`src/design/iee_pkg.sv`:
```
// Shared types, constants and arithmetic helpers of the infix expression evaluator.
// Used by every module of the block; depends on nothing.
package iee_pkg;

  localparam int VS_DEPTH = 32;
  localparam int VS_AW    = $clog2(VS_DEPTH);
  localparam int VS_CW    = VS_AW + 1;
  localparam int OS_DEPTH = 32;
  localparam int OS_AW    = $clog2(OS_DEPTH);
  localparam int OS_CW    = OS_AW + 1;
  localparam int Q_DEPTH  = 4;
  localparam int Q_AW     = $clog2(Q_DEPTH);
  localparam int Q_CW     = Q_AW + 1;
  localparam int NUM_W    = 31;

  // Partial products per multiply (32x32 each)
  localparam logic [2:0] MUL_STEPS = 3'd4;

  localparam logic signed [63:0] Q_ONE   = 64'sh0000_0000_0001_0000;
  localparam logic signed [63:0] Q_MAX   = 64'sh7FFF_FFFF_FFFF_FFFF;
  localparam logic signed [63:0] Q_MIN   = 64'sh8000_0000_0000_0000;

  localparam logic [7:0] CH_PLUS  = 8'h2B;
  localparam logic [7:0] CH_MINUS = 8'h2D;
  localparam logic [7:0] CH_STAR  = 8'h2A;
  localparam logic [7:0] CH_SLASH = 8'h2F;
  localparam logic [7:0] CH_CARET = 8'h5E;
  localparam logic [7:0] CH_OPEN  = 8'h28;
  localparam logic [7:0] CH_CLOSE = 8'h29;
  localparam logic [7:0] CH_SPACE = 8'h20;
  localparam logic [7:0] CH_ZERO  = 8'h30;
  localparam logic [7:0] CH_NINE  = 8'h39;

  typedef enum logic [2:0] {
    ERR_NONE  = 3'd0,
    ERR_VALUE = 3'd1,
    ERR_OPER  = 3'd2,
    ERR_DIV0  = 3'd3,
    ERR_CHAR  = 3'd4
  } err_t;

  typedef enum logic [2:0] {
    OP_OPEN = 3'd0,
    OP_ADD  = 3'd1,
    OP_SUB  = 3'd2,
    OP_MUL  = 3'd3,
    OP_DIV  = 3'd4,
    OP_POW  = 3'd5
  } op_t;

  typedef enum logic [2:0] {
    TK_NONE,
    TK_SPACE,
    TK_OPEN,
    TK_CLOSE,
    TK_OP,
    TK_BAD
  } tok_kind_t;

  typedef struct packed {
    logic [7:0] char_code;
    logic       last_char;
  } in_t;

  typedef struct packed {
    logic signed [31:0] value;
    logic [2:0]         error_code;
  } out_t;

  typedef struct packed {
    logic             last;
    logic             has_num;
    logic [NUM_W-1:0] num;
    tok_kind_t        kind;
    op_t              op;
  } token_t;

  typedef struct packed {
    op_t                op;
    logic signed [63:0] a;
    logic signed [63:0] b;
  } alu_req_t;

  typedef struct packed {
    logic               done;
    logic               div_zero;
    logic signed [63:0] result;
  } alu_rsp_t;

  typedef enum logic [3:0] {
    BE_IDLE,
    BE_PUSHNUM,
    BE_DISPATCH,
    BE_LOOP,
    BE_OPRD,
    BE_RDB,
    BE_RDA,
    BE_EXEC,
    BE_PUSHOP,
    BE_END,
    BE_FIN,
    BE_OUT
  } be_state_t;

  typedef enum logic [2:0] {
    AL_IDLE,
    AL_MUL,
    AL_DIV,
    AL_POW,
    AL_DONE
  } alu_state_t;

  function automatic logic [1:0] precedence(op_t op);
    case (op)
      OP_ADD, OP_SUB: precedence = 2'd1;
      OP_MUL, OP_DIV: precedence = 2'd2;
      OP_POW:         precedence = 2'd3;
      default:        precedence = 2'd0;
    endcase
  endfunction

  function automatic logic [63:0] mag_of(logic signed [63:0] x);
    mag_of = x[63] ? (64'd0 - x) : x;
  endfunction

  function automatic logic signed [63:0] from_mag(logic neg, logic [63:0] mag, logic ovf);
    if (neg) begin
      from_mag = (ovf || mag[63]) ? Q_MIN : (64'sd0 - $signed(mag));
    end else begin
      from_mag = (ovf || mag[63]) ? Q_MAX : $signed(mag);
    end
  endfunction

  function automatic logic signed [63:0] trunc_q(logic signed [63:0] x);
    trunc_q = from_mag(x[63], mag_of(x) & ~64'h0000_0000_0000_FFFF, 1'b0);
  endfunction

endpackage

```
`src/design/iee_front.sv`:
```
// Front end: accepts characters, accumulates decimal numbers, classifies the rest.
// Emits one token per non-digit or final character. Depends on iee_pkg.
module iee_front (
  input  logic             clk,
  input  logic             rst,
  input  logic             char_valid,
  output logic             char_ready,
  input  iee_pkg::in_t     char_item,
  input  logic             q_full,
  output logic             tok_valid,
  output iee_pkg::token_t  tok
);

  logic [iee_pkg::NUM_W-1:0] acc;
  logic                      in_num;
  logic                      accept;
  logic                      is_digit;
  logic [34:0]               prod;
  logic [iee_pkg::NUM_W-1:0] acc_next;
  iee_pkg::tok_kind_t        kind;
  iee_pkg::op_t              op;

  assign char_ready = !q_full;
  assign accept     = char_valid && char_ready;
  assign is_digit   = (char_item.char_code >= iee_pkg::CH_ZERO) &&
                      (char_item.char_code <= iee_pkg::CH_NINE);

  // Multiply by ten and add the digit, saturating at the 31-bit limit
  always_comb begin
    prod = ({4'b0, acc} << 3) + ({4'b0, acc} << 1) + {31'b0, char_item.char_code[3:0]};
    if (prod > 35'h0_7FFF_FFFF) begin
      acc_next = {iee_pkg::NUM_W{1'b1}};
    end else begin
      acc_next = prod[iee_pkg::NUM_W-1:0];
    end
  end

  // Classify the character
  always_comb begin
    op   = iee_pkg::OP_OPEN;
    kind = iee_pkg::TK_BAD;
    case (char_item.char_code)
      iee_pkg::CH_SPACE: kind = iee_pkg::TK_SPACE;
      iee_pkg::CH_OPEN:  kind = iee_pkg::TK_OPEN;
      iee_pkg::CH_CLOSE: kind = iee_pkg::TK_CLOSE;
      iee_pkg::CH_PLUS: begin
        kind = iee_pkg::TK_OP;
        op   = iee_pkg::OP_ADD;
      end
      iee_pkg::CH_MINUS: begin
        kind = iee_pkg::TK_OP;
        op   = iee_pkg::OP_SUB;
      end
      iee_pkg::CH_STAR: begin
        kind = iee_pkg::TK_OP;
        op   = iee_pkg::OP_MUL;
      end
      iee_pkg::CH_SLASH: begin
        kind = iee_pkg::TK_OP;
        op   = iee_pkg::OP_DIV;
      end
      iee_pkg::CH_CARET: begin
        kind = iee_pkg::TK_OP;
        op   = iee_pkg::OP_POW;
      end
      default: kind = is_digit ? iee_pkg::TK_NONE : iee_pkg::TK_BAD;
    endcase
  end

  // Build the token for the back end
  assign tok_valid   = accept && (!is_digit || char_item.last_char);
  assign tok.last    = char_item.last_char;
  assign tok.has_num = in_num || is_digit;
  assign tok.num     = is_digit ? acc_next : acc;
  assign tok.kind    = kind;
  assign tok.op      = op;

  // Hold the number until a token carries it away
  always_ff @(posedge clk) begin
    if (rst) begin
      acc    <= '0;
      in_num <= 1'b0;
    end else if (accept) begin
      if (tok_valid) begin
        acc    <= '0;
        in_num <= 1'b0;
      end else begin
        acc    <= acc_next;
        in_num <= 1'b1;
      end
    end
  end

endmodule

```
`config.mk`:
```
export PLATFORM = sky130hd
export DESIGN_NAME = iee_front
export DESIGN_NICKNAME = d
export VERILOG_FILES = /design/src/design/iee_pkg.sv /design/src/design/iee_front.sv
export SDC_FILE = /design/constraint.sdc
export NUM_CORES = 1
export LEC_CHECK = 0
export BUFFER_PORTS_ARGS = -buffer_cell sky130_fd_sc_hd__buf_4
export CAP_MARGIN = 20
export CORE_ASPECT_RATIO = 1.5
export CORE_MARGIN = 4
export CORE_UTILIZATION = 40
export DETAILED_ROUTE_END_ITERATION = 7
export SLEW_MARGIN = 30
export SYNTH_ARGS = -nofsm -noshare
export SYNTH_HDL_FRONTEND = slang
export SYNTH_SLANG_ARGS = --single-unit
```
`constraint.sdc`:
```
create_clock -name clk -period 3.6 [get_ports clk]
set_input_delay 0.36 -clock clk [delete_from_list [all_inputs] [get_ports clk]]
set_output_delay 0.36 -clock clk [all_outputs]
set_load 0.05 [all_outputs]
```
; ---- After elaboration in Yosys (flattened, before gate mapping)
; Cells that the tools add are included.
[classes]
n_addsub = 2
n_mul = 0
n_div = 0
n_lt_le_gt_ge = 3
n_eq_ne = 8
shift = 0
n_mux = 7
bitwise_logic = 0
n_reduce_logical = 8
[ops]
columns = operator, n
row1 = two-way mux 31 bit, 3
row2 = == test 8 x 6 -> 1 bit (second input constant), 7
row3 = adder 34 x 32 -> 35 bit, 1
row4 = adder 35 x 4 -> 35 bit, 1
row5 = greater-than comparator 35 x 31 -> 1 bit (second input constant), 1
row6 = case mux 3 bit (5 select lines), 1
row7 = case mux 3 bit (4 select lines), 1
row8 = == test 8 x 7 -> 1 bit (second input constant), 1
row9 = greater-or-equal comparator 8 x 6 -> 1 bit (second input constant), 1
row10 = less-or-equal comparator 8 x 6 -> 1 bit (second input constant), 1
row11 = OR reduction 5 bit, 1
row12 = logical AND 1 bit, 3
row13 = two-way mux 3 bit, 1
row14 = logical NOT 1 bit, 2
row15 = logical OR 1 bit, 2
row16 = two-way mux 1 bit, 1
[totals]
regBits = 32
latch_bits = 0
mem_bits_rw = 0
rom_bits = 0
in_bits = 13
out_inout_bits = 41
elab_cells = 30
memories = 0

; ---- Depth between registers and ports, before layout
; Gate-level depths: netlist of run 1.
[depth]
word_depth = 6
mapped_depth = 14
ltp_nobuf = 12

; ---- Worst setup path after synthesis of run 1
; OpenSTA, ideal clock, no wires.
[synth_path]
kind = in2out
start = input port char_item[4] (netlist bit)
end = output port tok[33] (netlist bit)
arrival_time_ns = 3.811
t_required_ns = 3.240
slack_ns = -0.571
stages = 12
n_path_buf = 0
path_cell_list = inv_1 fa_1 inv_1 ha_1 a211oi_1 o211ai_1 a21oi_1 o211ai_1 a31oi_1 xnor2_1 nor4_1 o21ai_0
[synth_lines]
columns = element, line_no
row1 = from (decl), iee_front.sv:8  ; input iee_pkg::in_t char_item,
row2 = to (decl), iee_front.sv:11  ; output iee_pkg::token_t tok

==> results of run 1 <==
==> through the flow <==
stage / utilization [%] / TNS, ns
after floorplan: - / -1.75
after global placement: 58.1 / -8.18
after detailed placement: 58.1 / -10.09
after CTS: 63.7 / -12.92
after global routing: 65.9 / -18.28
final: 65.9 / -14.23
==> synthesized netlist by cell type, types with 3 or more instances <==
library cell and number:
a211oi_1 4, a21o_1 10, a21oi_1 48, a22oi_1 13
a311oi_1 3, a31oi_1 9, and2_1 3, and3_1 7
buf_2 5, clkbuf_1 18, dfxtp_1 32, ha_1 61
inv_1 12, nand2_1 53, nand2b_1 5, nand3_1 11
nor2_1 39, nor2b_1 4, nor3_1 5, nor4_1 3
o211ai_1 22, o21a_1 7, o21ai_0 19, o22a_1 11
o31ai_1 5, xnor2_1 18, xor2_1 11
==> cell families after synthesis <==
kind of cell,synth area share (%)
AO/OA/AOI/OAI,31.2
AND/OR/NAND/NOR,18.9
adder cells (fa/ha/maj),21.3
buffers and inverters,4.54
flip-flops,17.0
XOR/XNOR,6.73
multiplexers,0.298
==> repair_timing <==
action,CTS,global route
pin swaps,26,7
cloned,2,0
gates resized for setup,54,29
setup endpoints to repair,31,33
setup buffers,9,11
==> registers in the layout, summed over array words and instances (netlist names) <==
signal  count
acc        31
in_num      1
==> metal layers <==
metal	vias to the layer above	global-route usage, %	share of wire, %
met4	0	15.6	5.5
met5	-	0	0
met2	123	45.1	54
met1	2067	25.7	36
li1	2173	-	-
met3	54	4.22	5.1
==> cells in the final DEF (no fill, tap or decap), types with 4 or more instances in the layout <==
cell type,instances
a21o_1,10
a21oi_1,30
a21oi_4,17
a22oi_1,13
a31oi_1,8
and3_1,7
buf_4,151
buf_6,37
clkbuf_16,6
dfxtp_1,26
dfxtp_2,5
ha_1,50
ha_2,4
ha_4,7
inv_1,9
nand2_1,53
nand2b_1,5
nand3_1,10
nor2_1,38
nor3_1,5
o211ai_1,22
o21a_1,7
o21ai_0,16
o22a_2,4
o22a_4,7
xnor2_1,16
xor2_1,11
==> critical path: cells and delay by family (launching register included) <==
family,cells,cell delay [ns]
flip-flops,1,0.34
AO/OA/AOI/OAI,6,1.15
AND/OR/NAND/NOR,2,0.81
buffers and inverters,3,0.36
adder cells (fa/ha/maj),2,0.84
==> worst paths after layout <==
check / endpoint / from / slack [ns] / cells past startpoint
setup / recovery: tok[32] / acc[0]$_SDFFE_PP0P_ / -0.54 / 13
hold reg to reg: in_num$_SDFFE_PP0P_ / in_num$_SDFFE_PP0P_ / 0.50 / 2
hold / removal: in_num$_SDFFE_PP0P_ / rst / 0.29 / 2
setup reg to reg: acc[3]$_SDFFE_PP0P_ / acc[0]$_SDFFE_PP0P_ / 0.13 / 15
==> report_power, final <==
group / internal, mW / switching (mW) / total, mW
logic: 0.0540 / 0.0864 / 0.140
registers: 0.354 / 0.000373 / 0.354
clock network: 0.291 / 0.170 / 0.461
total: 0.699 / 0.257 / 0.956
==> layout make-up <==
| class | instances | share of cell area (%) |
|---|---|---|
| tap | 112 | 2.30 |
| sequential | 32 | 10.7 |
| inverter | 12 | 0.738 |
| timing repair buffer | 191 | 26.4 |
| multi-input combinational | 415 | 57.4 |
| clock buffer | 7 | 2.50 |
==> flow_summary.yaml, run 1 <==
outcome:
  status: "complete, but fails checks"
  violations: "setup timing"
clock_network:
  htreeDepth: 2
  path_clk_slew_ns: 0.06
  ctsRootBufferMaster: "clkbuf_16"
  numCtsBuffers: 5
  cts_sinks: 32
  insertion_delay_ns: 0.28
  postCtsHoldBufs: 0
  cts_buffer_depth: 2
  cts_tree: "yes"
finish:
  seq_area_um2: 651
  synthToLayoutAreaGrowth_pct: 61.7
  antenna_cells: 0
  multi_input_area_um2: 3500
  finalInstanceArea_um2: 6100
  fillers: 774
  layout.nets: 733
  final_cells: 769
  drive_gt1_share_pct: 42.3
grt:
  first_global_vias: 4749
  antenna_found_initial: 0
  grt_pass1_wl_um: 22100
  grt_max_degree: 32
  grt.total_usage_pct: 24.9
  overflow: 0
power:
  power_density_nw_per_um2: 157
  p_leak_nw: 2.92
  fin_total_pwr_uw: 956
  peakVddDrop_v: 0.000189
drt:
  drtIter0Drc: 205
  via_per_inst: 5.74
  num_vias: 4417
  firstDrtPassIters: 4
  wire_per_inst_um: 17.5
  drtAntennaViolNets: 0
  totalWireLength_um: 13400
  drcViolationCount: 0
floorplan:
  num_rows: 43
  io_pins: 54
  die_area_um2: 11100
  die_y_um: 127
  start_util_pct: 40.8
  die-width_um: 87.3
  core_um2: 9250
synth:
  netlist-cell-type-count: 63
  synthArstFlopShare_pct: 0
  synth-seq-cells: 32
  syn_nets: 561
  synth-main-ff-cell: "dfxtp_1"
  ys_warn_count: 0
  ys_seq_area_share_pct: 17.0
  synth_area_leaders: "ha_1, dfxtp_1, a21oi_1, nand2_1, o211ai_1"
  synth.avg_cell_area_um2: 7.78
  syn_area_um2: 3770
  synth_edf_count: 0
  synthCells: 485
  synth_top_area_share_pct: 20.2
  synth.largest_area_cell: "ha_1"
placement:
  postPlaceCellArea_um2: 5380
  dpl.hpwl_um: 10100
  io_buffers: 53
  dp.cells: 741
  pre_cts_ws_ns: -0.438
  gp_congestion: 0.932
timing:
  maxSlewHeadroom_pct: 43.3
  period_share_pct: 115
  min_period_ns: 4.14
  fin_skew_ns: 0.00450
  setup_viol: 31
  tightestPinTransition_ns: 0.850
  finalHoldViolCount: 0
  hold_slack_ns: 0.288
  rsz0062_at_grt: "yes"
  drv_slew: 0
  fmax_ghz: 0.242
  fin_ws_ns: -0.536
critical_path:
  cp_max_fo: 6
  path_cells: "inv_2, fa_1, buf_4, fa_2, nor2b_2, o2111ai_2, a211oi_2, o2111a_1, o21a_1, o21ai_2, or4_4, o22a_4, buf_6"
  slowest_stage: "or4_4"
  cp_slowest_stage_delay_ns: 0.66
  critPathRequiredTime_ns: 3.24
  start_kind: "flip-flop"
  arrival_ns: 3.78
  cp-end-kind: "output pin"
  critPathKind: "reg -> out"
worst_hold_path:
  worstHoldPathType: "in -> reg"
flow_run:
  cap_violations: 0
Power figures use the tool's default switching activity.
==> run 2: changes to the inputs <==
--- a/config.mk
+++ b/config.mk
@@ -9,7 +9,7 @@
 export CAP_MARGIN = 20
 export CORE_ASPECT_RATIO = 1.5
 export CORE_MARGIN = 4
-export CORE_UTILIZATION = 40
+export CORE_UTILIZATION = 30
 export DETAILED_ROUTE_END_ITERATION = 7
 export SLEW_MARGIN = 30
 export SYNTH_ARGS = -nofsm -noshare
==> flow_summary.yaml, run 2 (same netlist as run 1, synthesis figures left out) <==
power:
  sw_frac_of_total_pct: 27.8
  fin_total_pwr_uw: 916
  power_density_nw_per_um2: 146
  comb_power_share_pct: 15.5
  peakVddDrop_v: 0.000152
  power.switching_uw: 255
  clkPwrFrac_pct: 45.7
  pwr-share-seq_pct: 38.8
  p_leak_nw: 3.03
  p_int_uw: 661
drt:
  num_vias: 4527
  drtAntennaViolNets: 0
  drtIter0Drc: 152
  via_per_inst: 5.47
  wire_per_inst_um: 17.7
  firstDrtPassIters: 5
  totalWireLength_um: 14600
  drcViolationCount: 0
timing:
  period_share_pct: 114
  fin_ws_ns: -0.497
  fin_skew_ns: 0.00412
  drv_slew: 0
  tightestPinTransition_ns: 0.849
  fmax_ghz: 0.244
  finalHoldViolCount: 0
  maxSlewHeadroom_pct: 43.4
  setup_viol: 31
  min_period_ns: 4.10
  rsz0062_at_grt: "yes"
grt:
  gr-usage-met1_pct: 20.0
  grt_max_degree: 32
  antenna_found_initial: 0
  grt_busiest_layer: "met2"
  grt.met3_usage_pct: 1.53
  first_global_vias: 4807
  grt_pass1_wl_um: 23300
  met2_usage_pct: 39.1
  overflow: 0
  grt.total_usage_pct: 20.0
placement:
  gp_congestion: 0.940
  dpl.hpwl_um: 10800
  dp.cells: 785
  io_buffers: 53
critical_path:
  start_kind: "flip-flop"
  rr_worst_depth: 16
  arrival_ns: 3.74
  r2r_start: "acc[2]$_SDFFE_PP0P_"
  cp-end-kind: "output pin"
  critPathKind: "reg -> out"
  rrSetupSlack_ns: 0.09
  critPathRequiredTime_ns: 3.24
  cp_max_fo: 7
  r2r_end: "acc[28]$_SDFFE_PP0P_"
finish:
  drive_gt1_share_pct: 42.5
  reg_top3: "acc x31, in_num x1"
  layout_common_cells: "buf_4, ha_1, nand2_1"
  antenna_cells: 0
  largest_reg_flops: 31
  final_cells: 828
  synthToLayoutAreaGrowth_pct: 65.8
  layout.nets: 751
  regMostFlops: "acc"
  final_common_cell: "buf_4"
worst_hold_path:
  worstHoldPathType: "in -> reg"
  whs_endpoint: "in_num$_SDFFE_PP0P_"
  min_from: "rst"
  whs_path_depth: 2
outcome:
  violations: "setup timing"
  status: "complete, but fails checks"
floorplan:
  core_um2: 12100
  die-width_um: 99.6
  die_y_um: 145
  die_area_um2: 14500
  num_rows: 49
  io_pins: 54
  start_util_pct: 31.1
clock_network:
  path_clk_slew_ns: 0.05
  insertion_delay_ns: 0.28
  cts_buffer_depth: 2
  htreeDepth: 2
  cts_sinks: 32
  ctsRootBufferMaster: "clkbuf_16"
  cts_tree: "yes"
  numCtsBuffers: 5
flow_run:
  cap_violations: 0
[run 2: timing repair]
action | CTS | global route
resized for setup | 69 | 11
cloned | 1 | 2
buffers inserted | 30 | 5
pin swaps | 26 | 29
endpoints found under the setup margin | 31 | 49
hold buffers | 0 | 0
[run 2: worst max-delay path by stage]
stage / startpoint / endpoint / cells after the start
2_1_floorplan: acc[8]$_SDFFE_PP0P_ / tok[11] / 11
3_3_place_gp: char_item[4] / tok[17] / 15
3_5_place_dp: char_item[4] / tok[17] / 16
4_1_cts: acc[0]$_SDFFE_PP0P_ / tok[16] / 13
5_1_grt: acc[2]$_SDFFE_PP0P_ / tok[21] / 13
6_report: acc[2]$_SDFFE_PP0P_ / tok[7] / 13
[run 2: power by group through the flow]
stage	combinational (mW)	clock (mW)	sequential (mW)
floorplan	0.0846	0	0.363
global placement	0.127	0	0.363
detailed placement	0.128	0	0.363
CTS	0.140	0.426	0.355
global route	0.148	0.443	0.355
finish	0.142	0.419	0.355
[run 2: metal layers]
metal	vias up	share of wire, %
li1	2208	-
met2	100	55
met5	-	0
met3	46	2.2
met1	2173	37
met4	0	5.9
[run 2: final cells by class]
cell class                 instances  area (um2)
tap                              153         191
clock inverter                     1        5.00
clock buffer                       6         129
sequential                        32         647
timing repair buffer             209        1810
fill                            1150        5890
multi-input combinational        415        3430
inverter                          12        45.0
[run 2: worst max-delay path: stages (launching register included)]
cell,delay (ns)
dfxtp_2,0.33
inv_2,0.05
fa_2,0.48
buf_4,0.16
fa_2,0.36
nor2b_4,0.16
o2111ai_4,0.13
a211oi_2,0.28
o2111a_1,0.26
o21a_1,0.13
o21ai_2,0.09
or4_4,0.64
o22a_2,0.25
buf_6,0.15
[run 2: stage by stage]
stage	util, %	setup TNS, ns	setup WS [ns]	instance area [um2]	hold WS [ns]
floorplan	-	-1.75	-0.169	4050	0.439
global placement	45.0	-10.60	-0.407	5460	0.479
detailed placement	45.0	-11.61	-0.440	5460	0.484
CTS	50.5	-11.52	-0.461	6130	0.274
global route	51.5	-18.54	-0.637	6250	0.276
finish	51.5	-13.03	-0.497	6250	0.280
==> run 3: changes to the inputs <==
==> constraint.sdc (replaced) <==
create_clock -name clk -period 3.6 [get_ports clk]
set_input_delay 0.72 -clock clk [delete_from_list [all_inputs] [get_ports clk]]
set_output_delay 0.72 -clock clk [all_outputs]
set_load 0.05 [all_outputs]
==> flow_summary.yaml, run 3 (same netlist as run 1, synthesis figures left out) <==
outcome:
  status: "complete, but fails checks"
  violations: "setup timing"
grt:
  grt.total_usage_pct: 19.9
  overflow: 0
  grt_max_degree: 32
  first_global_vias: 4773
  grt_pass1_wl_um: 23300
  antenna_found_initial: 0
drt:
  drcViolationCount: 0
  drtAntennaViolNets: 0
  via_per_inst: 5.35
  num_vias: 4475
  totalWireLength_um: 14600
  drtIter0Drc: 127
  firstDrtPassIters: 4
  wire_per_inst_um: 17.5
power:
  p_leak_nw: 3.10
  peakVddDrop_v: 0.000139
  power_density_nw_per_um2: 151
floorplan:
  die_area_um2: 14500
  die_y_um: 145
  die-width_um: 99.6
  num_rows: 49
  io_pins: 54
  start_util_pct: 31.1
  core_um2: 12100
clock_network:
  htreeDepth: 2
  insertion_delay_ns: 0.28
  cts_tree: "yes"
  ctsRootBufferMaster: "clkbuf_16"
  numCtsBuffers: 5
  cts_sinks: 32
  postCtsHoldBufs: 0
  cts_buffer_depth: 2
  path_clk_slew_ns: 0.05
worst_hold_path:
  worstHoldPathType: "reg -> reg"
  min_from: "in_num$_SDFFE_PP0P_"
critical_path:
  cp_num_buf_inv: 3
  slowest_stage: "or4_4"
  cp-startpoint: "char_item[4]"
  cp_slowest_stage_delay_ns: 0.65
  start_kind: "primary input"
  path_cells: "buf_12, inv_8, fa_2, fa_2, nor2b_2, o2111ai_2, a211oi_2, o2111a_1, o21a_1, o21ai_2, or4_4, o22a_4, buf_6"
  r2r_start: "acc[10]$_SDFFE_PP0P_"
  path_delay_family: "compound AO/OA/AOI/OAI gates"
  rrSetupSlack_ns: -0.09
  cp-end-kind: "output pin"
  arrival_ns: 3.87
  critPathRequiredTime_ns: 2.88
  crit_top_cell: "fa_2"
  critPathKind: "in -> out"
  cp_max_fo: 7
finish:
  regMostFlops: "acc"
  synthToLayoutAreaGrowth_pct: 67.8
  largest_reg_flops: 31
  reg_top3: "acc x31, in_num x1"
  drive_gt1_share_pct: 44.7
  fillers: 1126
  final_common_cell: "buf_4"
  layout.nets: 759
  layout_common_cells: "buf_4, ha_1, nand2_1"
  finalInstanceArea_um2: 6330
  fin_util_pct: 52.1
  antenna_cells: 0
timing:
  finalHoldViolCount: 0
  rsz0062_at_grt: "yes"
  fin_ws_ns: -0.986
  tns_ns: -32.02
  fin_skew_ns: 0.00482
  maxSlewHeadroom_pct: 43.4
  period_share_pct: 127
  setup_viol: 60
  min_period_ns: 4.59
  drv_slew: 0
  fmax_ghz: 0.218
  tightestPinTransition_ns: 0.849
placement:
  gp_congestion: 0.920
  dpl.hpwl_um: 10900
  io_buffers: 53
  pre_cts_ws_ns: -1.15
  postPlaceCellArea_um2: 5690
flow_run:
  cap_violations: 0
==> run 3: report_power, final <==
| group | switching, mW | internal [mW] | total (mW) |
|---|---|---|---|
| combinational | 0.0866 | 0.0529 | 0.139 |
| clock | 0.168 | 0.291 | 0.459 |
| sequential | 0.000408 | 0.354 | 0.355 |
==> run 3: final timing paths <==
path,endpoint,cells after the start
worst min-delay path,in_num$_SDFFE_PP0P_,2
worst min register to register,in_num$_SDFFE_PP0P_,2
worst max-delay path,tok[30],13
worst max register to register,acc[8]$_SDFFE_PP0P_,15
==> run 3: area by class of cell <==
class,instances,area [um2],area share [%]
inverter,12,52.6,0.830
multi-input combinational,415,3430,54.2
clock buffer,7,153,2.41
tap,153,191,3.02
sequential,32,644,10.2
timing repair buffer,217,1860,29.4
==> run 3: per-stage QoR <==
stage / power [mW] / hold slack, ns / cells
after global placement: 0.488 / 0.476 / 818
after CTS: 0.962 / 0.506 / 831
final: 0.953 / 0.502 / 836
after global routing: 0.982 / 0.566 / 836
after floorplan: 0.446 / 0.463 / 485
after detailed placement: 0.491 / 0.495 / 818
==> run 3: metal layers <==
layer | wire length [um] | vias up | global-route usage, % | share of wire [%]
li1 | - | 2222 | - | -
met1 | 5340 | 2123 | 20.6 | 37
met2 | 8140 | 92 | 38.8 | 56
met3 | 408 | 38 | 2.16 | 2.8
met4 | 712 | 0 | 9.36 | 4.9
met5 | 0 | - | 0 | 0
==> run 3: what timing repair did <==
action,in CTS,in global routing
endpoints found under the setup margin,32,60
setup buffers,4,6
resized for setup,61,25
pin swaps,28,17
hold endpoints to repair,0,0
cloned,3,1
==> run 3: worst min-delay path, cell delays in order, from the launching register on <==
cell,delay [ns]
dfxtp_1,0.31
nor2_1,0.10
nor3_1,0.05
