`src/design/iee_pkg.sv`:
```
// Shared types, constants and arithmetic helpers of the infix expression evaluator.
// Used by every module of the block; depends on nothing.
package iee_pkg;

  localparam int VS_DEPTH = 32;
  localparam int VS_AW    = $clog2(VS_DEPTH);
  localparam int VS_CW    = VS_AW + 1;
  localparam int OS_DEPTH = 32;
  localparam int OS_AW    = $clog2(OS_DEPTH);
  localparam int OS_CW    = OS_AW + 1;
  localparam int Q_DEPTH  = 4;
  localparam int Q_AW     = $clog2(Q_DEPTH);
  localparam int Q_CW     = Q_AW + 1;
  localparam int NUM_W    = 31;

  // Partial products per multiply (32x32 each)
  localparam logic [2:0] MUL_STEPS = 3'd4;

  localparam logic signed [63:0] Q_ONE   = 64'sh0000_0000_0001_0000;
  localparam logic signed [63:0] Q_MAX   = 64'sh7FFF_FFFF_FFFF_FFFF;
  localparam logic signed [63:0] Q_MIN   = 64'sh8000_0000_0000_0000;

  localparam logic [7:0] CH_PLUS  = 8'h2B;
  localparam logic [7:0] CH_MINUS = 8'h2D;
  localparam logic [7:0] CH_STAR  = 8'h2A;
  localparam logic [7:0] CH_SLASH = 8'h2F;
  localparam logic [7:0] CH_CARET = 8'h5E;
  localparam logic [7:0] CH_OPEN  = 8'h28;
  localparam logic [7:0] CH_CLOSE = 8'h29;
  localparam logic [7:0] CH_SPACE = 8'h20;
  localparam logic [7:0] CH_ZERO  = 8'h30;
  localparam logic [7:0] CH_NINE  = 8'h39;

  typedef enum logic [2:0] {
    ERR_NONE  = 3'd0,
    ERR_VALUE = 3'd1,
    ERR_OPER  = 3'd2,
    ERR_DIV0  = 3'd3,
    ERR_CHAR  = 3'd4
  } err_t;

  typedef enum logic [2:0] {
    OP_OPEN = 3'd0,
    OP_ADD  = 3'd1,
    OP_SUB  = 3'd2,
    OP_MUL  = 3'd3,
    OP_DIV  = 3'd4,
    OP_POW  = 3'd5
  } op_t;

  typedef enum logic [2:0] {
    TK_NONE,
    TK_SPACE,
    TK_OPEN,
    TK_CLOSE,
    TK_OP,
    TK_BAD
  } tok_kind_t;

  typedef struct packed {
    logic [7:0] char_code;
    logic       last_char;
  } in_t;

  typedef struct packed {
    logic signed [31:0] value;
    logic [2:0]         error_code;
  } out_t;

  typedef struct packed {
    logic             last;
    logic             has_num;
    logic [NUM_W-1:0] num;
    tok_kind_t        kind;
    op_t              op;
  } token_t;

  typedef struct packed {
    op_t                op;
    logic signed [63:0] a;
    logic signed [63:0] b;
  } alu_req_t;

  typedef struct packed {
    logic               done;
    logic               div_zero;
    logic signed [63:0] result;
  } alu_rsp_t;

  typedef enum logic [3:0] {
    BE_IDLE,
    BE_PUSHNUM,
    BE_DISPATCH,
    BE_LOOP,
    BE_OPRD,
    BE_RDB,
    BE_RDA,
    BE_EXEC,
    BE_PUSHOP,
    BE_END,
    BE_FIN,
    BE_OUT
  } be_state_t;

  typedef enum logic [2:0] {
    AL_IDLE,
    AL_MUL,
    AL_DIV,
    AL_POW,
    AL_DONE
  } alu_state_t;

  function automatic logic [1:0] precedence(op_t op);
    case (op)
      OP_ADD, OP_SUB: precedence = 2'd1;
      OP_MUL, OP_DIV: precedence = 2'd2;
      OP_POW:         precedence = 2'd3;
      default:        precedence = 2'd0;
    endcase
  endfunction

  function automatic logic [63:0] mag_of(logic signed [63:0] x);
    mag_of = x[63] ? (64'd0 - x) : x;
  endfunction

  function automatic logic signed [63:0] from_mag(logic neg, logic [63:0] mag, logic ovf);
    if (neg) begin
      from_mag = (ovf || mag[63]) ? Q_MIN : (64'sd0 - $signed(mag));
    end else begin
      from_mag = (ovf || mag[63]) ? Q_MAX : $signed(mag);
    end
  endfunction

  function automatic logic signed [63:0] trunc_q(logic signed [63:0] x);
    trunc_q = from_mag(x[63], mag_of(x) & ~64'h0000_0000_0000_FFFF, 1'b0);
  endfunction

endpackage

```
`src/design/iee_fifo.sv`:
```
// Short token queue between the front end and the back end.
// Depends on iee_pkg for the token type and depth.
module iee_fifo (
  input  logic             clk,
  input  logic             rst,
  input  logic             push,
  input  iee_pkg::token_t  push_data,
  output logic             full,
  output logic             pop_valid,
  input  logic             pop,
  output iee_pkg::token_t  pop_data
);

  iee_pkg::token_t            mem [iee_pkg::Q_DEPTH];
  logic [iee_pkg::Q_AW-1:0]   wr_ptr;
  logic [iee_pkg::Q_AW-1:0]   rd_ptr;
  logic [iee_pkg::Q_CW-1:0]   count;
  logic                       do_push;
  logic                       do_pop;

  assign full      = (count == iee_pkg::Q_CW'(iee_pkg::Q_DEPTH));
  assign pop_valid = (count != '0);
  assign pop_data  = mem[rd_ptr];
  assign do_push   = push && !full;
  assign do_pop    = pop && pop_valid;

  // Store entries
  always_ff @(posedge clk) begin
    if (do_push) begin
      mem[wr_ptr] <= push_data;
    end
  end

  // Advance pointers and count
  always_ff @(posedge clk) begin
    if (rst) begin
      wr_ptr <= '0;
      rd_ptr <= '0;
      count  <= '0;
    end else begin
      if (do_push) begin
        wr_ptr <= wr_ptr + 1'b1;
      end
      if (do_pop) begin
        rd_ptr <= rd_ptr + 1'b1;
      end
      count <= count + {{(iee_pkg::Q_CW-1){1'b0}}, do_push}
                     - {{(iee_pkg::Q_CW-1){1'b0}}, do_pop};
    end
  end

endmodule

```
`config.mk`:
```
export PLATFORM = sky130hd
export DESIGN_NAME = iee_fifo
export DESIGN_NICKNAME = d
export VERILOG_FILES = /design/src/design/iee_pkg.sv /design/src/design/iee_fifo.sv
export SDC_FILE = /design/constraint.sdc
export NUM_CORES = 1
export LEC_CHECK = 0
export BUFFER_PORTS_ARGS = -buffer_cell sky130_fd_sc_hd__buf_2
export CAP_MARGIN = 10
export CORE_MARGIN = 2
export CORE_UTILIZATION = 45
export CTS_CLUSTER_DIAMETER = 200
export CTS_CLUSTER_SIZE = 24
export DETAILED_ROUTE_END_ITERATION = 6
export PLACE_DENSITY = 0.68
export RECOVER_POWER = 100
export SETUP_SLACK_MARGIN = 0.15
export SLEW_MARGIN = 0
export SYNTH_ARGS = -nofsm -noshare
export SYNTH_HDL_FRONTEND = slang
export SYNTH_SLANG_ARGS = --single-unit
```
`constraint.sdc`:
```
create_clock -name clk -period 5.9 [get_ports clk]
set_clock_uncertainty 0.15 [all_clocks]
set_input_delay 0.59 -clock clk [delete_from_list [all_inputs] [get_ports clk]]
set_output_delay 0.59 -clock clk [all_outputs]
set_load 0.005 [all_outputs]
```
[After elaboration in Yosys (flattened, before gate mapping)]
Memory sizes are Yosys's and may differ from the RTL's. A register that Yosys moved wholly into a read port is not among the register bits.
Cells that the tools add are included.
Storage, ports and cells
  output and inout port bits: 41
  memory bits (writable): 156
  memories: 1
  word-level logic and storage cells: 17
  input port bits: 43
  bits in read-only memories: 0
  latch bits: 0
  register bits after elaboration: 7
Cells by class
  shift-type cells: 0
  $lt $le $gt $ge: 0
  multiply operators: 0
  equal/unequal tests: 1
  bitwise operators: 0
  mux-type cells: 4
  reductions and logical operators: 4
  divide/modulo/power cells: 0
  add/subtract/negate cells: 4
Memories
  mem: depth 4, bits a word 39, read ports 1, clocked after Yosys merged registers in 1, wr ports 1, line iee_fifo.sv:14  | iee_pkg::token_t mem [iee_pkg::Q_DEPTH];
Operators with widths (count)
  2-bit by 1-bit adder with 2-bit output, second input constant: 2
  2-bit 2-to-1 mux: 2
  3-bit by 1-bit adder with 3-bit output: 1
  3-bit == test, second input constant: 1
  3-bit nonzero test: 1
  3-bit by 1-bit subtractor with 3-bit output: 1
  1-bit logical AND: 2
  1-bit 2-to-1 mux: 2
  1-bit logical NOT: 1

[Depth between registers and ports, before layout]
Gate-level depths: netlist of run 1.
  depth after elaboration: 5
  depth in mapped cells: 11
  depth with buffers taken out: 11

[Least setup slack after synthesis of run 1]
No wires, ideal clock.
  path kind: input port to flip-flop
  from: input push
  to: memory mem[0][0] (netlist name) (enable)
  setup time: 400 ps
  path slack: 3487 ps
  data arrival time: 1863 ps
  stages: 3
  required time: 5350 ps
  path buffers: 0
  path through: inv_1 nor2_1 and2_1
Between the ends
  longest elaborated chain between the ends: 3
RTL lines
  start, declared: line iee_fifo.sv:6  | input logic push,
  1-bit logical AND: line iee_fifo.sv:24  | assign do_push = push && !full;
  1-bit 2-to-1 mux: line iee_fifo.sv:29  | if (do_push) begin
  1-bit 2-to-1 mux (implied by the code): line iee_fifo.sv:30  | mem[wr_ptr] <= push_data;
  end, declared: line iee_fifo.sv:14
No other way between the ends.

[Worst setup path after layout of run 1]
  from: register count[1] (netlist name)
  to: memory mem[2][24] (netlist name) (enable)
Between the ends
  longest elaborated chain between the ends: 5
RTL lines
  start, declared: line iee_fifo.sv:17  | logic [iee_pkg::Q_CW-1:0] count;
  start signal, assigned: line iee_fifo.sv:47  | count <= count + {{(iee_pkg::Q_CW-1){1'b0}}, do_push}
  3-bit == test: line iee_fifo.sv:21  | assign full = (count == iee_pkg::Q_CW'(iee_pkg::Q_DEPTH));
  1-bit logical NOT: line iee_fifo.sv:24
  1-bit logical AND: line iee_fifo.sv:24
  1-bit 2-to-1 mux: line iee_fifo.sv:29
  1-bit 2-to-1 mux (implied by the code): line iee_fifo.sv:30
No other way between the ends.

==> summary.md, run 1 <==
| Metric | Value |
|---|---|
| Status | finished, violations left |
| Failing checks | max-capacitance violations, max-slew violations |
| Busiest grt layer | met2 |
| Tcrit/Tclk final | 0.636 |
| Final setup violation count | 0 |
| PortBufs | 83 |
| Combinational fraction of design power | 0.163 |
| Routability congestion estimate | 0.740 |
| DP Wirelength | 5980 um |
| Area grow syn2layout | 19.4% |
| CP top delay family | simple AND/OR/NAND/NOR gates |
| Vias post-DR | 2,759 |
| Post-synthesis cell type count | 24 |
| Wire length per cell | 19.5 um |
| CTS Buffer Depth | 2 |
| CP bufs+invs | 0 |
| Average size of a mapped cell | 24.2 sq um |
| Final setup TNS | 0 ns |
| Clock group share of total power | 0.369 |
| Net Sw Frac | 0.227 |
| 1st-pass router iterations | 4 |
| Die Y | 120 um |
| FMAX | 267 MHz |
| Postcts setup bufs | 0 |
| Crit start category | flop |
| Post-Route Utilization | 0.549 |
| # DRC | 0 |
| CTS Hold Bufs | 0 |
| Synth Net Count | 302 |
| Synth Cell Area | 0.00609 sq mm |
| Worst Path Max Fanout | 39 |
| Critical path class | flop to flop |
| Share of layout cells above drive strength 1 | 0.280 |
| Nets | 395 |
| Initial DRC count | 194 |
| Power density over the cells | 459 mW/mm^2 |
| Hold WC Path Type | input pin to flop |
| Multiplexer share of the synthesized area | 0.146 |
| Grt met3 use | 0.0618 |
| Largest net degree at the start of global routing | 40 |
| H-tree levels | 4 |
| Post-Syn Instances | 252 |
| Clock Root Buffer | clkbuf_16 |
| All-Layer GR Usage | 0.156 |
| Hold Path Depth | 1 |
| Clock transition at path regs | 0.06 ns |
| Cells on worst reg2reg path | 3 |
| Die W | 120 um |
| Sequential Power Share | 0.469 |
| Compound-Gate Fraction of Synth Area | 0.00452 |
| Final hold viol count | 0 |
| Worst setup EP type | flop |
| Sequential area share after synthesis | 0.799 |
| Worst Path Required | 5.71 ns |
| Met1 usage | 0.190 |
| Total CTS buffers | 17 |
| Hold EP | mem[0][37]$_DFFE_PP_ |
| Initial core utilization | 0.460 |
| P_sw | 759 uW |
| Cts repair resizes | 0 |
| Adder-Cell Fraction of Synth Area | 0.0156 |
| Synth Area in Simple Gates | 0.0169 |
| Crit path time final | 3.75 ns |
| CTS sink count | 165 |
| Ports | 84 |
| CP arrival | 3.56 ns |
| Pint | 2580 uW |
| Slew Limit Headroom | -1.03 |
| Crit path largest cell delay | 2.27 ns |
| Final wirelength | 10,400 um |
| Slew @ Worst Pin | 3.05 ns |
| Max-Cap Viols | 4 |
| YS warnings | 0 |
| Register bit total from synthesis | 165 |
| Vias in the first global route | 3,028 |
| # rows | 42 |
| Die area | 0.0145 sq mm |
| Clock latency on the worst-skew pair | 0.41 ns |
| Worst-path cell chain | nor3b_1 > nor2_1 > and2_0 |
| GRT Residual Overflow | 0 |
| RSZ-0062 raised after global routing | false |
| Antenna cells | 0 |
| Antenna-violating nets left | 0 |
| Critical path's slowest cell | and2_0 |
| Max VDD drop | 0.337 mV |
| R2r startpoint | count[1]$_SDFF_PP0_ |
| CTS tree | done |
| Reg2Reg Setup Slack | 2.15 ns |
| Area of placed instances | 0.00667 sq mm |
| Worst hold start | push_data[37] |
| Antenna violations before repair | 0 |
| Core Area | 0.0132 sq mm |
| Post-synthesis xor/xnor area fraction | 0.00432 |
| Vias per cell | 5.18 |
| Global routing usage on met2 | 0.261 |
| Slew Viols, Final | 160 |
| R2r endpoint | mem[2][24]$_DFFE_PP_ |
| Main combinational cell family by area after synthesis | multiplexers |
| First-pass GRT wire length | 16,300 um |
| Design area | 0.00727 sq mm |
| Leak pwr | 0.00235 uW |
-- metal layers --
metal,wire length [um],up-vias
li1,-,1235
met1,4270,1433
met2,5300,84
met3,727,7
met4,72,0
met5,0,-
-- layout make-up --
cell class	count	area, sq um
Timing Repair Buffer	83	353
Tap cell	176	220
Clock buffer	20	437
Sequential cell	165	4870
Multi-Input combinational cell	72	1130
Clock inverter	11	230
Fill cell	1069	5980
Inverter	6	22.5
-- metrics by stage --
stage	power [uW]	setup WS (ns)	std cells	hold slack, ns
2_1_floorplan	1920	3.49	252	0.332
3_3_place_gp	2140	3.34	502	0.349
3_5_place_dp	2160	3.26	502	0.369
4_1_cts	3400	2.98	533	0.220
5_1_grt	3490	1.77	533	0.287
6_report	3340	2.15	533	0.284
-- sequential cells by signal (all words and copies together), names as in the netlist, named ones only --
register / count
wr_ptr: 2
mem: 156
rd_ptr: 2
count: 3
-- power groups by stage --
stage | combinational [uW] | sequential [uW] | clock (uW)
after floorplan | 437 | 1480 | 0
after global routing | 598 | 1600 | 1300
after global placement | 563 | 1580 | 0
final | 543 | 1560 | 1230
after CTS | 575 | 1570 | 1260
after detailed placement | 572 | 1590 | 0
-- kinds of logic (layout without fill, tap and decap cells) --
family,count (synthesis),count (layout)
XOR/XNOR,3,3
AO/OA/AOI/OAI,4,4
flip-flops,165,165
multiplexers,40,40
AND/OR/NAND/NOR,18,18
adder cells (fa/ha/maj),7,7
buffers and inverters,15,120
-- synthesized netlist by cell type --
cell | number | area share
nor2b_1 | 1 | 0.0010
mux4_2 | 39 | 0.14
nor3b_2 | 1 | 0.0021
o311ai_0 | 1 | 0.0014
nor3_1 | 1 | 0.00082
or3_1 | 2 | 0.0021
buf_6 | 2 | 0.0037
nor2_1 | 6 | 0.0037
edfxtp_1 | 156 | 0.77
fa_1 | 1 | 0.0033
buf_2 | 2 | 0.0016
o31a_1 | 1 | 0.0014
buf_4 | 2 | 0.0025
ha_1 | 6 | 0.012
clkbuf_1 | 3 | 0.0019
mux2i_1 | 1 | 0.0016
xnor2_1 | 1 | 0.0014
and2_1 | 5 | 0.0051
nand2b_1 | 2 | 0.0021
inv_1 | 6 | 0.0037
xor2_1 | 2 | 0.0029
o21ai_0 | 1 | 0.00082
a21oi_1 | 1 | 0.00082
dfxtp_1 | 9 | 0.030
-- worst max path at each step --
stage	from	end	slack, ns	cells after the start
finish	count[1]$_SDFF_PP0_	mem[2][24]$_DFFE_PP_	2.15	3
floorplan	push	mem[0][0]$_DFFE_PP_	3.49	3
detailed placement	push	count[2]$_SDFF_PP0_	3.26	12
CTS	flop	pop_data[18]	2.98	2
global route	count[1]$_SDFF_PP0_	mem[2][37]$_DFFE_PP_	1.77	3
global placement	push	count[2]$_SDFF_PP0_	3.34	12
-- layout by cell type (no fill, tap or decap), types with 2 or more instances in the layout --
cell / Yosys / final
clkbuf_1: 3 / 53
buf_2: 2 / 33
edfxtp_1: 156 / 156
dfxtp_1: 9 / 7
or3_1: 2 / 2
clkbuf_16: 0 / 17
nor2_1: 6 / 6
bufinv_16: 0 / 7
clkinv_1: 0 / 2
and2_0: 0 / 5
nand2b_1: 2 / 2
ha_1: 6 / 6
xor2_1: 2 / 2
inv_1: 6 / 6
mux4_2: 39 / 39
(Power assumes the default switching activity.)
==> run 2: changes to the inputs <==
--- a/config.mk
+++ b/config.mk
@@ -5,6 +5,7 @@
 export SDC_FILE = /design/constraint.sdc
 export NUM_CORES = 1
 export LEC_CHECK = 0
+export ABC_AREA = 1
 export BUFFER_PORTS_ARGS = -buffer_cell sky130_fd_sc_hd__buf_2
 export CAP_MARGIN = 10
 export CORE_MARGIN = 2
@@ -12,7 +13,7 @@
 export CTS_CLUSTER_DIAMETER = 200
 export CTS_CLUSTER_SIZE = 24
 export DETAILED_ROUTE_END_ITERATION = 6
-export PLACE_DENSITY = 0.68
+export PLACE_DENSITY = 0.7
 export RECOVER_POWER = 100
 export SETUP_SLACK_MARGIN = 0.15
 export SLEW_MARGIN = 0
==> constraint.sdc (replaced) <==
create_clock -name clk -period 3.4 [get_ports clk]
set_clock_uncertainty 0.15 [all_clocks]
set_input_delay 0.34 -clock clk [delete_from_list [all_inputs] [get_ports clk]]
set_output_delay 0.34 -clock clk [all_outputs]
set_load 0.005 [all_outputs]
==> run 2 against run 1 <==
The run now ends clean. Total power up 63%. Sequential cell count unchanged. Die area up 2.9%. Cell count up 42%. Area after synthesis up 3.0%. Highest routed layer unchanged.
==> summary.md, run 2 <==
| Metric | Value |
|---|---|
| # rows | 43 (was 42) |
| Most frequent cells in the layout | edfxtp_1 (156), nor2_1 (87), o21ai_0 (77) (was edfxtp_1 (156), clkbuf_1 (53), mux4_2 (39)) |
| # DRC | 0 (unchanged) |
| CTS Buffer Depth | 2 (unchanged) |
| CP arrival | 2.12 ns (was 3.56 ns) |
| Synth area leader | edfxtp_1 (unchanged) |
| CP bufs+invs | 2 (was 0) |
| Routability congestion estimate | 0.801 (was 0.740) |
| Total CTS buffers | 17 (unchanged) |
| Power density over the cells | 710 mW/mm^2 (was 459 mW/mm^2) |
| Clock transition at path regs | 0.06 ns (about the same) |
| Net Sw Frac | 0.291 (was 0.227) |
| Design area | 0.00767 sq mm (was 0.00727 sq mm) |
| WP depth | 4 (was 3) |
| CP top delay family | buffers and inverters (was simple AND/OR/NAND/NOR gates) |
| Main synth FF type | edfxtp_1 (unchanged) |
| Commonest non-fill, non-tap cell in the layout | edfxtp_1 (unchanged) |
| Pint | 3860 uW (was 2580 uW) |
| Compound-Gate Fraction of Synth Area | 0.108 (was 0.00452) |
| P_sw | 1580 uW (was 759 uW) |
| Final wirelength | 12,300 um (was 10,400 um) |
| Synth Net Count | 494 (was 302) |
| All-Layer GR Usage | 0.175 (was 0.156) |
| Postcts setup bufs | 0 (unchanged) |
| Post-Route Utilization | 0.559 (was 0.549) |
| Multiplexer share of the synthesized area | 0 (was 0.146) |
| Critical Path Sink | pop_data[7] (was mem[2][24]$_DFFE_PP_) |
| Slew Limit Headroom | 0.203 (was -1.03) |
| Crit path largest cell delay | 0.65 ns (was 2.27 ns) |
| Tcrit/Tclk final | 0.768 |
| Antenna violations before repair | 0 (unchanged) |
| RSZ-0062 raised after global routing | false (unchanged) |
| Sequential area share after synthesis | 0.776 (was 0.799) |
| Main combinational cell family by area after synthesis | compound AO/OA/AOI/OAI gates (was multiplexers) |
| Final hold viol count | 0 (unchanged) |
| Initial core utilization | 0.457 (was 0.460) |
| Antenna-violating nets left | 0 (unchanged) |
| CTS tree | done (unchanged) |
| Synth Cell Area | 0.00627 sq mm (was 0.00609 sq mm) |
| Die Y | 122 um (was 120 um) |
| Critical path class | flop to output pin (was flop to flop) |
| Reg2Reg Setup Slack | 0.79 ns (was 2.15 ns) |
| Post-synthesis cell type count | 21 (was 24) |
| First-pass GRT wire length | 19,300 um (was 16,300 um) |
| Average size of a mapped cell | 14.1 sq um (was 24.2 sq um) |
| Clock latency on the worst-skew pair | 0.42 ns (was 0.41 ns) |
| PortBufs | 83 (unchanged) |
| 1st-pass router iterations | 5 (was 4) |
| Antenna cells | 0 (unchanged) |
| Clock Root Buffer | clkbuf_16 (unchanged) |
| Ports | 84 (unchanged) |
| Worst Path Required | 2.91 ns (was 5.71 ns) |
| R2r startpoint | count[1]$_SDFF_PP0_ (unchanged) |
| R2r endpoint | mem[2][19]$_DFFE_PP_ (was mem[2][24]$_DFFE_PP_) |
| Top-count cell post-synth | edfxtp_1 (unchanged) |
| Sequential Power Share | 0.468 (was 0.469) |
| YS warnings | 0 (unchanged) |
| Min Hold Slack | 0.0563 ns (was 0.284 ns) |
| Status | complete, no violations (was finished, violations left) |
| Final setup violation count | 0 (unchanged) |
| Critical path's slowest cell | buf_4 (was and2_0) |
| Combinational fraction of design power | 0.208 (was 0.163) |
| Largest net degree at the start of global routing | 79 (was 40) |
| GRT Residual Overflow | 0 (unchanged) |
| Initial DRC count | 219 (was 194) |
| Area grow syn2layout | 22.4% (was 19.4%) |
| Ys async rst share | 0 (unchanged) |
| Vias post-DR | 3,929 (was 2,759) |
| Worst-path cell chain | buf_4 > o21ai_0 > o22ai_1 > clkbuf_1 (was nor3b_1 > nor2_1 > and2_0) |
| Clock group share of total power | 0.324 (was 0.369) |
| Leak pwr | 0.00258 uW (was 0.00235 uW) |
| Top post-synthesis cells by area | edfxtp_1 (75%), o21ai_0 (6.1%), nor2_1 (5.5%) (was edfxtp_1 (77%), mux4_2 (14%), dfxtp_1 (3.0%)) |
| Die area | 0.0149 sq mm (was 0.0145 sq mm) |
| DP Wirelength | 6740 um (was 5980 um) |
| Slew Viols, Final | 0 (was 160) |
| Register bit total from synthesis | 165 (unchanged) |
| Die W | 122 um (was 120 um) |
| Max FFs per register | 156 (unchanged) |
| Final setup TNS | 0 ns (unchanged) |
| Nets | 615 (was 395) |
| Crit path time final | 2.61 ns |
| Biggest regs | mem x156, count x3 (unchanged) |
| Vias in the first global route | 3,813 (was 3,028) |
| Worst setup EP type | output pin (was flop) |
| CTS sink count | 165 (unchanged) |
| H-tree levels | 4 (unchanged) |
| Wire length per cell | 16.3 um (was 19.5 um) |
| FMAX | 383 MHz |
| Number of synthesized flops with an enable pin | 156 (unchanged) |
| Max VDD drop | 0.417 mV (was 0.337 mV) |
| Post-synthesis xor/xnor area fraction | 0 (was 0.00432) |
| Cells on worst reg2reg path | 5 (was 3) |
| Adder-Cell Fraction of Synth Area | 0.0152 (was 0.0156) |
| Synth Area in Simple Gates | 0.0641 (was 0.0169) |
| Worst Path Max Fanout | 78 (was 39) |
| Post-Syn Instances | 444 (was 252) |
| Core Area | 0.0137 sq mm (was 0.0132 sq mm) |
| Slew @ Worst Pin | 1.20 ns (was 3.05 ns) |
| Vias per cell | 5.18 (about the same) |
| Crit start category | flop (unchanged) |
| Share of layout cells above drive strength 1 | 0.0848 (was 0.280) |
| Area of placed instances | 0.00684 sq mm (was 0.00667 sq mm) |
| Max-Cap Viols | 0 (was 4) |
| Post-synth top area share | 0.747 (was 0.770) |
| Hold WC Path Type | input pin to flop (unchanged) |
| Post-synth top cells | edfxtp_1 (156), nor2_1 (91), o21ai_0 (77) (was edfxtp_1 (156), mux4_2 (39), dfxtp_1 (9)) |
| Largest Register | mem (unchanged) |
-- run 2: timing repair --
item,CTS,global route
hold endpoints to repair,146,1
gates resized for setup,0,0
hold buffers,37,1
-- run 2: cells by family after synthesis --
family                   Yosys count
adder cells (fa/ha/maj)            7
AND/OR/NAND/NOR                  106
flip-flops                       165
buffers and inverters             42
AO/OA/AOI/OAI                    124
-- run 2: worst reg2reg max path: stages (launching register included) --
cell and delay [ns]:
dfxtp_1 0.41, nor2_1 0.10, nand2_1 0.17, nand2_1 0.24
nor2_2 0.96, buf_12 0.28
-- run 2: power by group through the flow --
stage	sequential [uW]	clock, uW	combinational (uW)
CTS	2540	1800	1200
finish	2550	1760	1130
global placement	2570	0	1140
detailed placement	2580	0	1170
global route	2560	1890	1270
floorplan	2580	0	719
-- run 2: cell type report --
class | instances | area [sq um]
fill | 1132 | 6050
sequential | 165 | 4860
multi-input combinational | 237 | 1190
timing repair buffer | 127 | 767
clock buffer | 17 | 425
tap | 180 | 225
clock inverter | 15 | 129
inverter | 17 | 66.3
-- run 2: worst min path at each step --
stage / start / end / slack, ns / cells after the start
after floorplan: rst / count[1]$_SDFF_PP0_ / 0.26 / 1
after global placement: rd_ptr[0]$_SDFFE_PP0P_ / rd_ptr[0]$_SDFFE_PP0P_ / 0.31 / 2
after detailed placement: rd_ptr[0]$_SDFFE_PP0P_ / rd_ptr[0]$_SDFFE_PP0P_ / 0.33 / 2
after CTS: push_data[37] / mem[0][37]$_DFFE_PP_ / 0.00006 / 1
after global routing: pop / rd_ptr[0]$_SDFFE_PP0P_ / 0.07 / 3
final: pop / rd_ptr[0]$_SDFFE_PP0P_ / 0.06 / 3
-- run 2: through the flow --
step / setup WS (ns) / cells / total power (uW)
global placement: 1.05 / 688 / 3710
global route: 0.571 / 758 / 5730
floorplan: 0.438 / 444 / 3300
detailed placement: 0.963 / 688 / 3750
finish: 0.789 / 758 / 5440
CTS: 0.841 / 757 / 5540
-- run 2: layer usage --
layer  up-vias  share of wire  track usage
li1       1882              -            -
met1      1930           0.43        0.223
met2       103           0.50        0.286
met3        14          0.058       0.0557
met4         0          0.013       0.0546
met5         -              0            0
==> run 3: changes to the inputs <==
--- a/config.mk
+++ b/config.mk
@@ -5,7 +5,7 @@
 export SDC_FILE = /design/constraint.sdc
 export NUM_CORES = 1
 export LEC_CHECK = 0
-export ABC_AREA = 1
+export ABC_AREA = 0
 export BUFFER_PORTS_ARGS = -buffer_cell sky130_fd_sc_hd__buf_2
 export CAP_MARGIN = 10
 export CORE_MARGIN = 2
@@ -13,7 +13,7 @@
 export CTS_CLUSTER_DIAMETER = 200
 export CTS_CLUSTER_SIZE = 24
 export DETAILED_ROUTE_END_ITERATION = 6
-export PLACE_DENSITY = 0.7
+export PLACE_DENSITY = 0.68
 export RECOVER_POWER = 100
 export SETUP_SLACK_MARGIN = 0.15
 export SLEW_MARGIN = 0
==> constraint.sdc (replaced) <==
create_clock -name clk -period 2.7 [get_ports clk]
set_clock_uncertainty 0.15 [all_clocks]
set_input_delay 0.27 -clock clk [delete_from_list [all_inputs] [get_ports clk]]
set_output_delay 0.27 -clock clk [all_outputs]
set_load 0.005 [all_outputs]
==> run 3 against run 2 <==
Combinational power is 27% higher. Wire length is 15% lower. Global-route usage is 1.8 points lower. Die area is 2.8% lower. Setup slack worse by 0.52 ns. Sequential cell count stayed put. Critical path type unchanged. Critical endpoint is now pop_data[28]. Largest cell class unchanged. Largest power group unchanged. Highest routed layer unchanged.
==> summary.md, run 3 (synthesized netlist as in run 1, its figures left out) <==
| Metric | Value |
|---|---|
| Total CTS buffers | 17 (unchanged) |
| Biggest regs | mem x156, count x3 (unchanged) |
| Area grow syn2layout | 26.6% (was 22.4%) |
| Worst setup EP type | output pin (unchanged) |
| Clock latency on the worst-skew pair | 0.42 ns (about the same) |
| Most frequent cells in the layout | edfxtp_1 (156), clkbuf_1 (60), dlygate4sd3_1 (40) (was edfxtp_1 (156), nor2_1 (87), o21ai_0 (77)) |
| # DRC | 0 (unchanged) |
| Postcts setup bufs | 0 (unchanged) |
| # rows | 42 (was 43) |
| Crit path time final | 2.44 ns |
| Vias per cell | 5.06 (was 5.18) |
| CTS sink count | 165 (unchanged) |
| Crit start category | flop (unchanged) |
| Initial core utilization | 0.460 (was 0.457) |
| Crit path largest cell delay | 0.61 ns (was 0.65 ns) |
| Leak pwr | 0.00253 uW (was 0.00258 uW) |
| CTS tree | done (unchanged) |
| Initial DRC count | 163 (was 219) |
| Max FFs per register | 156 (unchanged) |
| Core Area | 0.0132 sq mm (was 0.0137 sq mm) |
| Antenna cells | 0 (unchanged) |
| PortBufs | 83 (unchanged) |
| Setup WS pre-CTS | 0.327 ns (was 0.963 ns) |
| Vias post-DR | 2,950 (was 3,929) |
| Slew Viols, Final | 0 (unchanged) |
| Combinational fraction of design power | 0.201 (was 0.208) |
| Slew Limit Headroom | 0.549 (was 0.203) |
| 1st-pass router iterations | 4 (was 5) |
| Pint | 5430 uW (was 3860 uW) |
| Tcrit/Tclk final | 0.902 |
| Status | complete, no violations (unchanged) |
| Routability congestion estimate | 0.710 (was 0.801) |
| DP Wirelength | 6270 um (was 6740 um) |
| Final setup violation count | 0 (unchanged) |
| Clock group share of total power | 0.338 (was 0.324) |
| Sequential Power Share | 0.460 (was 0.468) |
| Clock transition at path regs | 0.06 ns (about the same) |
| Die W | 120 um (was 122 um) |
| P_sw | 1710 uW (was 1580 uW) |
| Largest Register | mem (unchanged) |
| GRT Residual Overflow | 0 (unchanged) |
| Worst-path cell chain | clkbuf_2 > mux4_2 > buf_2 (was buf_4 > o21ai_0 > o22ai_1 > clkbuf_1) |
| Commonest non-fill, non-tap cell in the layout | edfxtp_1 (unchanged) |
| Wire length per cell | 18.0 um (was 16.3 um) |
| Worst Path Max Fanout | 16 (was 78) |
| Die area | 0.0145 sq mm (was 0.0149 sq mm) |
| Nets | 445 (was 615) |
| Final hold viol count | 0 (unchanged) |
| CTS Buffer Depth | 2 (unchanged) |
| Hold WC Path Type | input pin to flop (unchanged) |
| Power density over the cells | 927 mW/mm^2 (was 710 mW/mm^2) |
| Final setup TNS | 0 ns (unchanged) |
| Antenna violations before repair | 0 (unchanged) |
| Reg2Reg Setup Slack | 0.30 ns (was 0.79 ns) |
| Max-Cap Viols | 0 (unchanged) |
| Clock Root Buffer | clkbuf_16 (unchanged) |
| Worst Path Required | 2.28 ns (was 2.91 ns) |
| Ports | 84 (unchanged) |
| Fin worst setup slack | 0.264 ns (was 0.789 ns) |
| Critical path's slowest cell | dfxtp_2 (was buf_4) |
| Antenna-violating nets left | 0 (unchanged) |
| All-Layer GR Usage | 0.157 (was 0.175) |
| Max VDD drop | 0.564 mV (was 0.417 mV) |
| Critical path class | flop to output pin (unchanged) |
| First-pass GRT wire length | 16,500 um (was 19,300 um) |
| Share of layout cells above drive strength 1 | 0.263 (was 0.0848) |
| Slew @ Worst Pin | 0.676 ns (was 1.20 ns) |
| Largest net degree at the start of global routing | 40 (was 79) |
| FMAX | 410 MHz |
| RSZ-0062 raised after global routing | false (unchanged) |
| Die Y | 120 um (was 122 um) |
| CP arrival | 2.02 ns (was 2.12 ns) |
| Final wirelength | 10,500 um (was 12,300 um) |
| Final Total Pwr | 7140 uW (was 5440 uW) |
| Net Sw Frac | 0.240 (was 0.291) |
| H-tree levels | 4 (unchanged) |
| Vias in the first global route | 3,155 (was 3,813) |
==> run 3: path summary, 6_finish.rpt <==
kind | from | end | cells past startpoint
max | flop | pop_data[28] | 3
min | push | wr_ptr[0]$_SDFFE_PP0P_ | 4
max reg2reg | count[1]$_SDFF_PP0_ | mem[0][4]$_DFFE_PP_ | 5
min reg2reg | wr_ptr[1]$_SDFFE_PP0P_ | wr_ptr[1]$_SDFFE_PP0P_ | 2
==> run 3: worst max-delay path: cells and delay by family, from the launching register on <==
kind	cells	cell delay (ns)
DFF	1	0.61
buffers and inverters	2	0.60
muxes	1	0.38
==> run 3: what timing repair did <==
item | CTS | global route
endpoints found under the hold margin | 163 | 0
hold buffers | 40 | 0
gates resized for setup | 0 | 2
endpoints found under the setup margin | 0 | 1
==> run 3: per-layer routing <==
metal / vias up / global-route usage / part of all wire
met5: - / 0 / 0
met1: 1519 / 0.198 / 0.43
met2: 77 / 0.250 / 0.49
met3: 17 / 0.0542 / 0.055
met4: 0 / 0.0640 / 0.020
li1: 1337 / - / -
==> run 3: layout make-up <==
type	count	area [sq um]
clock buffers	20	437
inverters	6	22.5
well taps	176	220
multi-input cells	72	1150
fillers	1039	5540
clock inverters	11	159
repair buffers	133	850
flip-flops and latches	165	4870
==> run 3: power groups by stage <==
stage                     sequential [uW]  combinational (uW)  clock (uW)
after floorplan                      3240                 954           0
after global placement               3320                1450           0
after detailed placement             3340                1480           0
after CTS                            3290                1530        2470
after global routing                 3320                1580        2580
final                                3290                1440        2420
==> run 3: stage by stage <==
step | hold slack (ns) | utilization | cells | cell area [sq um]
6_report | 0.0883 | 0.582 | 583 | 7710
4_1_cts | 0.0668 | 0.589 | 583 | 7810
5_1_grt | 0.103 | 0.582 | 583 | 7710
2_1_floorplan | 0.219 | - | 252 | 6090
3_3_place_gp | 0.331 | 0.514 | 512 | 6810
3_5_place_dp | 0.337 | 0.514 | 512 | 6810
